$ cat src/skt_pkg.sv
package skt_pkg;

	localparam int CAPACITY  = 16;
	localparam int KEY_WIDTH = 32;
	localparam int CNT_W     = $clog2(CAPACITY + 1);
	localparam int IDX_W     = $clog2(CAPACITY);

	typedef enum logic [2:0] {
		ACT_INSERT   = 3'd0,
		ACT_REMOVE   = 3'd1,
		ACT_CONTAINS = 3'd2,
		ACT_NEXT     = 3'd3,
		ACT_SEE_AT   = 3'd4,
		ACT_REWIND   = 3'd5
	} action_t;

	typedef enum logic [1:0] {
		ST_OK        = 2'd0,
		ST_NOT_FOUND = 2'd1,
		ST_FULL      = 2'd2,
		ST_RANGE     = 2'd3
	} status_t;

	typedef enum logic {
		S_IDLE = 1'b0,
		S_EXEC = 1'b1
	} state_t;

	// per-cycle command broadcast along the chain
	typedef struct packed {
		logic capture;
		logic ins_wr;
		logic rm_wr;
	} cell_ctrl_t;

endpackage

$ cat src/skt_cell.sv
module skt_cell (
	input  logic                             clk,
	input  skt_pkg::cell_ctrl_t              ctrl,
	input  logic [skt_pkg::KEY_WIDTH-1:0]    key,
	input  logic                             occupied,
	input  logic [skt_pkg::KEY_WIDTH-1:0]    left_key,
	input  logic                             left_lt,
	input  logic [skt_pkg::KEY_WIDTH-1:0]    right_key,
	output logic [skt_pkg::KEY_WIDTH-1:0]    entry,
	output logic                             lt,
	output logic                             eq
);

	logic [skt_pkg::KEY_WIDTH-1:0] entry_q;
	logic                          lt_s1;
	logic                          eq_s1;

	always_ff @(posedge clk) begin
		if (ctrl.capture) begin
			lt_s1 <= occupied && (entry_q < key);
			eq_s1 <= occupied && (entry_q == key);
		end
	end

	// cells left of the insert point keep their key; the insert point takes
	// the new key, cells to its right take their left neighbour's key
	always_ff @(posedge clk) begin
		if (ctrl.ins_wr && !lt_s1) begin
			entry_q <= left_lt ? key : left_key;
		end else if (ctrl.rm_wr && !lt_s1) begin
			entry_q <= right_key;
		end
	end

	assign entry = entry_q;
	assign lt    = lt_s1;
	assign eq    = eq_s1;

endmodule

$ cat src/sorted_key_table.sv
// sorted_key_table: sorted key store built as a chain of compare-and-shift cells.
// Each cell registers its compare when a request is accepted; the shift or read and the result
// write follow in S_EXEC, which holds while an untaken result remains; in_ready is low meanwhile.
// A finished result waits in the output register while the next request is taken.
// Reset (arst_n low, asynchronous): count and cursor cleared, no result pending;
// entry contents are not cleared.
module sorted_key_table (
	input  logic        clk,
	input  logic        arst_n,
	input  logic        in_valid,
	output logic        in_ready,
	input  logic [2:0]  action,
	input  logic [31:0] key,
	input  logic [3:0]  index,
	output logic        out_valid,
	input  logic        out_ready,
	output logic [1:0]  status,
	output logic [31:0] key_out,
	output logic [4:0]  entry_count,
	output logic        is_empty
);

	localparam int CAP = skt_pkg::CAPACITY;
	localparam int KW  = skt_pkg::KEY_WIDTH;
	localparam int CW  = skt_pkg::CNT_W;
	localparam int IW  = skt_pkg::IDX_W;

	skt_pkg::state_t    state_q, state_d;
	skt_pkg::cell_ctrl_t ctrl;

	logic [2:0]    action_s1;
	logic [KW-1:0] key_s1;
	logic [3:0]    index_s1;
	logic [CW-1:0] count_q, count_d;
	logic [IW-1:0] cursor_q, cursor_d;

	logic          out_valid_q;
	logic [1:0]    status_q, status_d;
	logic [31:0]   key_out_q, key_out_d;
	logic [CW-1:0] res_count_d;

	logic [KW-1:0] bus_key;
	logic [KW-1:0] entry_vec [CAP];
	logic [CAP-1:0] lt_vec, eq_vec;
	logic          found;
	logic          fire;
	logic [IW-1:0] rd_idx;
	logic [IW-1:0] nxt_idx;
	logic          ins_wr, rm_wr;

	// ---------------- cell chain ----------------
	assign bus_key = (state_q == skt_pkg::S_IDLE) ? KW'(key) : key_s1;

	for (genvar i = 0; i < CAP; i++) begin : g_cell
		logic [KW-1:0] lk, rk;
		logic          llt;
		if (i == 0) begin : g_first
			assign lk  = entry_vec[0];
			assign llt = 1'b1;
		end else begin : g_mid
			assign lk  = entry_vec[i-1];
			assign llt = lt_vec[i-1];
		end
		if (i == CAP - 1) begin : g_last
			assign rk = entry_vec[i];
		end else begin : g_inner
			assign rk = entry_vec[i+1];
		end
		skt_cell u_cell (
			.clk       (clk),
			.ctrl      (ctrl),
			.key       (bus_key),
			.occupied  (CW'(i) < count_q),
			.left_key  (lk),
			.left_lt   (llt),
			.right_key (rk),
			.entry     (entry_vec[i]),
			.lt        (lt_vec[i]),
			.eq        (eq_vec[i])
		);
	end

	assign found = |eq_vec;
	assign fire  = (state_q == skt_pkg::S_EXEC) && (!out_valid_q || out_ready);

	// ---------------- control ----------------
	always_comb begin
		state_d = state_q;
		case (state_q)
			skt_pkg::S_IDLE: if (in_valid) state_d = skt_pkg::S_EXEC;
			skt_pkg::S_EXEC: if (fire) state_d = skt_pkg::S_IDLE;
			default:         state_d = skt_pkg::S_IDLE;
		endcase
	end

	assign in_ready = (state_q == skt_pkg::S_IDLE);

	// cursor at or past the end wraps to the front before the read
	assign rd_idx  = (CW'(cursor_q) >= count_q) ? '0 : cursor_q;
	assign nxt_idx = (32'(rd_idx) + 32'd1 >= 32'(CAP)) ? '0 : IW'(32'(rd_idx) + 32'd1);

	always_comb begin
		status_d  = skt_pkg::ST_OK;
		key_out_d = '0;
		count_d   = count_q;
		cursor_d  = cursor_q;
		ins_wr    = 1'b0;
		rm_wr     = 1'b0;
		case (action_s1)
			skt_pkg::ACT_INSERT: begin
				if (32'(count_q) >= 32'(CAP)) begin
					status_d = skt_pkg::ST_FULL;
				end else begin
					ins_wr  = 1'b1;
					count_d = count_q + CW'(1);
				end
			end
			skt_pkg::ACT_REMOVE: begin
				if (found) begin
					rm_wr     = 1'b1;
					key_out_d = 32'(key_s1);
					count_d   = count_q - CW'(1);
				end else begin
					status_d = skt_pkg::ST_NOT_FOUND;
				end
			end
			skt_pkg::ACT_CONTAINS: begin
				if (!found) status_d = skt_pkg::ST_NOT_FOUND;
			end
			skt_pkg::ACT_NEXT: begin
				if (count_q == '0) begin
					status_d = skt_pkg::ST_RANGE;
				end else begin
					key_out_d = 32'(entry_vec[rd_idx]);
					cursor_d  = nxt_idx;
				end
			end
			skt_pkg::ACT_SEE_AT: begin
				if (32'(index_s1) >= 32'(count_q)) begin
					status_d = skt_pkg::ST_RANGE;
				end else begin
					key_out_d = 32'(entry_vec[IW'(index_s1)]);
				end
			end
			skt_pkg::ACT_REWIND: cursor_d = '0;
			default: ;
		endcase
		res_count_d = count_d;
	end

	always_comb begin
		ctrl.capture = (state_q == skt_pkg::S_IDLE) && in_valid;
		ctrl.ins_wr  = fire && ins_wr;
		ctrl.rm_wr   = fire && rm_wr;
	end

	// ---------------- registers ----------------
	always_ff @(posedge clk or negedge arst_n) begin
		if (!arst_n) begin
			state_q     <= skt_pkg::S_IDLE;
			count_q     <= '0;
			cursor_q    <= '0;
			out_valid_q <= 1'b0;
		end else begin
			state_q <= state_d;
			if (fire) begin
				count_q     <= count_d;
				cursor_q    <= cursor_d;
				out_valid_q <= 1'b1;
			end else if (out_ready) begin
				out_valid_q <= 1'b0;
			end
		end
	end

	always_ff @(posedge clk) begin
		if (ctrl.capture) begin
			action_s1 <= action;
			key_s1    <= KW'(key);
			index_s1  <= index;
		end
		if (fire) begin
			status_q  <= status_d;
			key_out_q <= key_out_d;
		end
	end

	logic [CW-1:0] res_count_q;
	always_ff @(posedge clk) begin
		if (fire) res_count_q <= res_count_d;
	end

	assign out_valid   = out_valid_q;
	assign status      = status_q;
	assign key_out     = key_out_q;
	assign entry_count = 5'(res_count_q);
	assign is_empty    = (res_count_q == '0);

	// ---------------- assertions ----------------
	a_count_bound: assert property (@(posedge clk) disable iff (!arst_n)
		32'(count_q) <= 32'(CAP))
		else $error("entry count beyond capacity");

	a_insert_grows: assert property (@(posedge clk) disable iff (!arst_n)
		ctrl.ins_wr |=> count_q == $past(count_q) + CW'(1))
		else $error("insert did not grow the count");

	a_remove_shrinks: assert property (@(posedge clk) disable iff (!arst_n)
		ctrl.rm_wr |=> count_q == $past(count_q) - CW'(1))
		else $error("remove did not shrink the count");

	a_stall_holds: assert property (@(posedge clk) disable iff (!arst_n)
		(state_q == skt_pkg::S_EXEC) && out_valid_q && !out_ready |=>
			(state_q == skt_pkg::S_EXEC) && $stable(count_q))
		else $error("request retired while result still pending");

endmodule
$ cat config.mk
export PLATFORM = sky130hd
export DESIGN_NAME = sorted_key_table
export DESIGN_NICKNAME = d
export VERILOG_FILES = /design/src/skt_pkg.sv /design/src/skt_cell.sv /design/src/sorted_key_table.sv
export SDC_FILE = /design/constraint.sdc
export NUM_CORES = 2
export LEC_CHECK = 0
export ABC_CLOCK_PERIOD_IN_PS = 6000
export CAP_MARGIN = 20
export CORE_ASPECT_RATIO = 1.5
export CORE_MARGIN = 2
export CORE_UTILIZATION = 47
export CTS_CLUSTER_DIAMETER = 60
export DETAILED_ROUTE_END_ITERATION = 12
export DONT_BUFFER_PORTS = 1
export PLACE_DENSITY_LB_ADDON = 0.15
export SLEW_MARGIN = 20
export SYNTH_ARGS = -nofsm -noshare
export SYNTH_HDL_FRONTEND = slang
export SYNTH_HIERARCHICAL = 1
export SYNTH_SLANG_ARGS = --single-unit
$ cat constraint.sdc
create_clock -name clk -period 6 [get_ports clk]
set_clock_uncertainty 0.1 [all_clocks]
set_input_delay 0 -clock clk [delete_from_list [all_inputs] [get_ports clk]]
set_output_delay 0 -clock clk [all_outputs]
set_load 0.1 [all_outputs]
## Word level (Yosys, flattened, before mapping)

Cells that the tools add are included.

- Flip-flop bits (word level): 633
- Output and inout bits: 42

- Bitwise operators: 3
- Eq/ne operators: 22
- Order comparisons: 38
- Add/subtract/negate cells: 3
- Reductions and logical operators: 108
- Muxes and demuxes: 77

Operator list:

| kind | number |
|---|---|
| 32-bit two-way mux | 53 |
| 32-bit equality test | 16 |
| 32-bit less-than comparator | 16 |
| 32-bit binary-select mux with 4-bit select | 2 |
| 32-bit one-hot mux with 3 select lines | 1 |
| 1-bit logical AND | 67 |
| 4-bit by 5-bit less-than comparator with 1-bit output (first input constant) | 8 |
| 2-bit nonzero test | 17 |
| 32-bit by 5-bit >= comparator with 1-bit output (second input constant) | 1 |
| 3-bit by 5-bit less-than comparator with 1-bit output (first input constant) | 4 |
| 1-bit logical NOT | 17 |
| 16-bit OR reduction | 1 |
| 5-bit >= comparator (second input constant) | 3 |
| 4-bit two-way mux | 3 |
| 4-bit by 5-bit >= comparator with 1-bit output | 2 |
| 5-bit logical NOT | 2 |
| 1-bit by 5-bit less-than comparator with 1-bit output (first input constant) | 2 |
| 2-bit by 5-bit less-than comparator with 1-bit output (first input constant) | 2 |
| 5-bit two-way mux | 2 |
| 4-bit inverter with 5-bit output | 2 |
| 5-bit one-hot mux with 2 select lines | 1 |
| 1-bit two-way mux | 9 |
| 2-bit one-hot mux with 4 select lines | 1 |
| 4-bit one-hot mux with 2 select lines | 1 |
| 14 further kinds | 18 |

## Longest topological paths before layout

- Word-level depth: 8
- Mapped depth: 15

## Cells and area by module

The synthesis kept the hierarchy.

By module, submodules not included:

| module | times used | area an instance (µm²) | seq. area each (µm²) | cells an instance |
|---|---|---|---|---|
| skt_cell | 16 | 2544.9 | 1021.0 | 257 |
| sorted_key_table | 1 | 13634.3 | 2617.5 | 1276 |

## Worst setup path after synthesis

No wires, ideal clock.

- Path kind: register to register
- From: reg state_q
- To: reg action_s1[0] (enable)
- Slack: 1.447 ns
- Setup time: 0.508 ns
- Arrival time: 3.946 ns
- Cell stages (with the launch flop): 4
- Buffers on the path: 2
- Data required time: 5.392 ns
- Period minus slack after synthesis: 4.553 ns
- Cells stage by stage: dfrtp_1 > clkbuf_1 > buf_1 > nor2b_1

RTL lines:

| what | RTL line | RTL |
|---|---|---|
| start: declaration | sorted_key_table.sv:28 | `skt_pkg::state_t state_q, state_d;` |
| start signal: assignment | sorted_key_table.sv:160 | `state_q <= skt_pkg::S_IDLE;` |
| start signal: assignment | sorted_key_table.sv:165 | `state_q <= state_d;` |
| end signal: assignment | sorted_key_table.sv:178 | `action_s1 <= action;` |
| end: declaration | sorted_key_table.sv:31 | `logic [2:0] action_s1;` |

## Final worst setup path

- From: reg state_q
- To: reg g_cell[7].u_cell.lt_s1, data pin

- Word-level cells in the longest chain between the ends: 3

Ends and longest elaborated chain:

| what | RTL line | RTL |
|---|---|---|
| 32-bit two-way mux | sorted_key_table.sv:52 | `assign bus_key = (state_q == skt_pkg::S_IDLE) ? KW'(key) : key_s1;` |
| named net bus_key[31] | sorted_key_table.sv:42 | `logic [KW-1:0] bus_key;` |
| 32-bit less-than comparator | skt_cell.sv:20 | `lt_s1 <= occupied && (entry_q < key);` |
| 1-bit logical AND | skt_cell.sv:20 |  |
| end signal: assignment | skt_cell.sv:20 |  |
| end: declaration | skt_cell.sv:15 | `logic lt_s1;` |

The timed path passes the listed nets, and every way through them passes these cells.
A chain may end at the register's enable or synchronous reset.

==> run_results.csv <==
group,metric,value,unit
timing,slew_headroom,0.2383,
final_layout,drive_gt1_frac,0.1136,
setup_path,max_stage_delay,910,ps
setup_path,r2r_start,"state_q$_DFF_PN0_",
logic_synthesis,async_flop_share,0.01738,
setup_path,arrival,4700,ps
setup_path,cp_common_cell,"buf_4",
logic_synthesis,syn_avg_cell_area,10.09,sq um
outcome,status,"finished clean",
setup_path,crit_cells,8,
worst_hold_path,hold_class,"in2reg",
setup_path,path_cells,"buf_4 > mux2_2 > buf_4 > inv_1 > ha_1 > nand4_1 > nor4_1 > a211oi_2",
flow_run,maxCapViolations,0,
drt,ant_nets,0,
power,ir_worst_vdd,320.3,uV
setup_path,worst-path-max-fanout,22,
cts,ctsHtreeMaxLevel,3,
setup_path,worstPathRequired,6300,ps
logic_synthesis,synth_edf_count,622,
global_route,grt_max_degree,99,
logic_synthesis,synthCells,5388,
timing,hold_viol,0,
setup_path,cp-end-kind,"register",
placed_design,place_congestion,0.9450,
timing,timing.final.max_slew_violations,0,
logic_synthesis,synth_warnings,6,
cts,cts_resized,0,
timing,whs,61.67,ps
cts,clock-sinks,633,
drt,routed_wl,190100,microns
drt,post_drt_wl_per_cell,27.47,microns
setup_path,crit_start,"state_q$_DFF_PN0_",
final_layout,final_common_cell,"nand2_1",
power,power.density,410.2,nW/um^2
timing,min_period,4401,ps
drt,drtIter0Drc,4749,
setup_path,start_kind,"register",
timing,finalCritPeriodShare,0.7336,
final_layout,multi_input_area,31670,sq um
cts,clk_pin_slew,60,ps
setup_path,crit_type,"reg2reg",
cts,clk_path_buf_depth,3,
die,core-area,114500,sq um
setup_path,crit_slowest_cell,"dfrtp_2",
power,power.leakage,0.02523,uW
global_route,grt_pass1_vias,42350,
placed_design,hpwl,140100,microns
drt,vias,43730,
logic_synthesis,synth_cell_types,68,
setup_path,critical_path.top_delay_family,"simple AND/OR/NAND/NOR gates",
final_layout,area_growth,8.165,%
die,ios,85,
die,dieArea,118400,sq um
final_layout,ff_latch_area,18970,sq um
die,die-width,281.7,microns
cts,clk_latency,680,ps
timing,setup_viol,0,
final_layout,final_cell_mix,"718 x nand2_1, 622 x edfxtp_1, 607 x mux2i_1",
die,initial_core_util,0.4747,
logic_synthesis,ys_seq_elements,633,
global_route,track_usage,0.3182,
final_layout,fin_nets,5880,
setup_path,reg2reg_setup_slack,1600,ps
cts,postCtsSetupBuffers,0,
setup_path,reg2regPathDepth,8,
cts,cts_hold_buf,83,
timing,max_freq,227.2,MHz
global_route,overflow,0,
logic_synthesis,yosysSeqAreaShare,0.3487,
drt,drc_errors,0,
logic_synthesis,synthFlopType,"edfxtp_1",
cts,cts_tree,"done",
timing,tightest_slew,1131,ps
die,die_h,420.5,microns
cts,cts-root-buf,"clkbuf_16",
logic_synthesis,syn_area,54350,sq um
timing,tns,0,ps
global_route,antenna_found_initial,9,
drt,avgViaCountPerCell,6.318,
timing,grt_setup_unrepaired,"no",
placed_design,io_buffer_count,0,
final_layout,fillers,10510,
drt,first_pass_iters,6,
global_route,grt_pass1_wl,279400,microns
setup_path,r2r-end,"g_cell[7].u_cell/lt$_DFFE_PP_",
setup_path,cp_num_buf_inv,3,
cts,cts_buffers,76,
logic_synthesis,synth_nets,5955,
setup_path,critPathCapture,"g_cell[7].u_cell/lt$_DFFE_PP_",
die,num_rows,152,
final_layout,post-route-util,0.5135,
-- state kept, by name, summed over array words and instances (netlist names) --
| name | cells |
|---|---|
| action_s1 | 3 |
| count_q | 5 |
| cursor_q | 4 |
| entry_count | 5 |
| g_cell.u_cell/entry | 512 |
| g_cell.u_cell/eq | 16 |
| g_cell.u_cell/lt | 16 |
| index_s1 | 4 |
| key_out | 32 |
| key_s1 | 32 |
| out_valid | 1 |
| state_q | 1 |
| status | 2 |
-- synthesized netlist by cell type (19+ instances only) --
| cell type | number | share of area |
|---|---|---|
| a2111oi_0 | 31 | 0.0050 |
| a211oi_1 | 47 | 0.0065 |
| a21o_1 | 53 | 0.0073 |
| a21oi_1 | 244 | 0.022 |
| a221o_1 | 31 | 0.0057 |
| a311oi_1 | 62 | 0.010 |
| buf_2 | 145 | 0.013 |
| buf_4 | 55 | 0.0076 |
| clkbuf_1 | 66 | 0.0046 |
| clkbuf_2 | 32 | 0.0029 |
| clkinv_1 | 34 | 0.0023 |
| edfxtp_1 | 622 | 0.34 |
| ha_1 | 524 | 0.12 |
| inv_1 | 557 | 0.038 |
| mux2_2 | 66 | 0.014 |
| mux2i_1 | 607 | 0.11 |
| mux4_2 | 194 | 0.080 |
| nand2_1 | 718 | 0.050 |
| nand2b_1 | 19 | 0.0022 |
| nand4_1 | 83 | 0.0096 |
| nand4_2 | 32 | 0.0074 |
| nor2_1 | 158 | 0.011 |
| nor2b_1 | 50 | 0.0058 |
| nor4_1 | 37 | 0.0043 |
| nor4_2 | 32 | 0.0074 |
| o21a_1 | 35 | 0.0048 |
| o21ai_0 | 89 | 0.0082 |
| o21ai_1 | 481 | 0.044 |
| o21bai_1 | 38 | 0.0052 |
| o221ai_1 | 32 | 0.0052 |
-- cell type report --
cell class | count | share of cell area
Clock buffer | 93 | 0.03452
Multi-Input combinational cell | 3838 | 0.5387
Clock inverter | 44 | 0.006597
Tap cell | 1540 | 0.03277
Inverter | 591 | 0.03773
Sequential cell | 633 | 0.3226
Timing Repair Buffer | 173 | 0.02669
Antenna cell | 9 | 0.0003831
-- worst min-delay path by stage --
stage | startpoint | end | slack [ps] | cells past startpoint
after floorplan | arst_n | count_q[0]$_DFFE_PN0P_ | -400 | 0
after global placement | arst_n | state_q$_DFF_PN0_ | -400 | 0
after detailed placement | arst_n | state_q$_DFF_PN0_ | -400 | 0
after CTS | out_ready | out_valid$_DFFE_PN0P_ | 20 | 3
after global routing | out_ready | out_valid$_DFFE_PN0P_ | 80 | 3
final | out_ready | out_valid$_DFFE_PN0P_ | 60 | 3
-- worst reg2reg max path: cells and delay by family (launching register included) --
family	cells	cell delay, ps
AND/OR/NAND/NOR	2	1200
adder cells (fa/ha/maj)	1	340
buffers and inverters	3	810
AO/OA/AOI/OAI	1	150
flip-flops	1	910
multiplexers	1	620
-- where the power goes --
| part | total [uW] | internal (uW) | switching, uW | leakage, uW |
|---|---|---|---|---|
| Clock | 4730 | 2670 | 2060 | 0.00118 |
| Combinational | 12100 | 4600 | 7510 | 0.0182 |
| Sequential | 7280 | 5650 | 1630 | 0.00582 |
-- routing by layer --
| metal | global-route usage | share of wire | vias up |
|---|---|---|---|
| li1 | - | - | 19850 |
| met3 | 0.04294 | 0.073 | 353 |
| met4 | 0.1448 | 0.050 | 2 |
| met2 | 0.5416 | 0.49 | 1916 |
| met5 | 0 | 0.000068 | - |
| met1 | 0.4004 | 0.39 | 21610 |
-- stage by stage --
stage	power (uW)	instances	setup WS (ps)	instance area, sq um
after floorplan	15580	5388	1447	54350
after global placement	18930	6691	1661	55500
after detailed placement	19170	6692	1655	55520
after CTS	24000	6912	1667	58770
after global routing	25340	6921	1573	58790
final	24120	6921	1599	58790
-- kinds of logic after synthesis --
logic type                 share of synthesized area
DFF                                           0.3487
xor gates and xnor gates                    0.001128
AOI/OAI and AO/OA                             0.1432
adders and majority gates                     0.1206
and+or+nand+nor                               0.1076
muxes                                         0.2058
buffers and inverters                        0.07286
other                                     0.00006899
(Power assumes the default switching activity.)
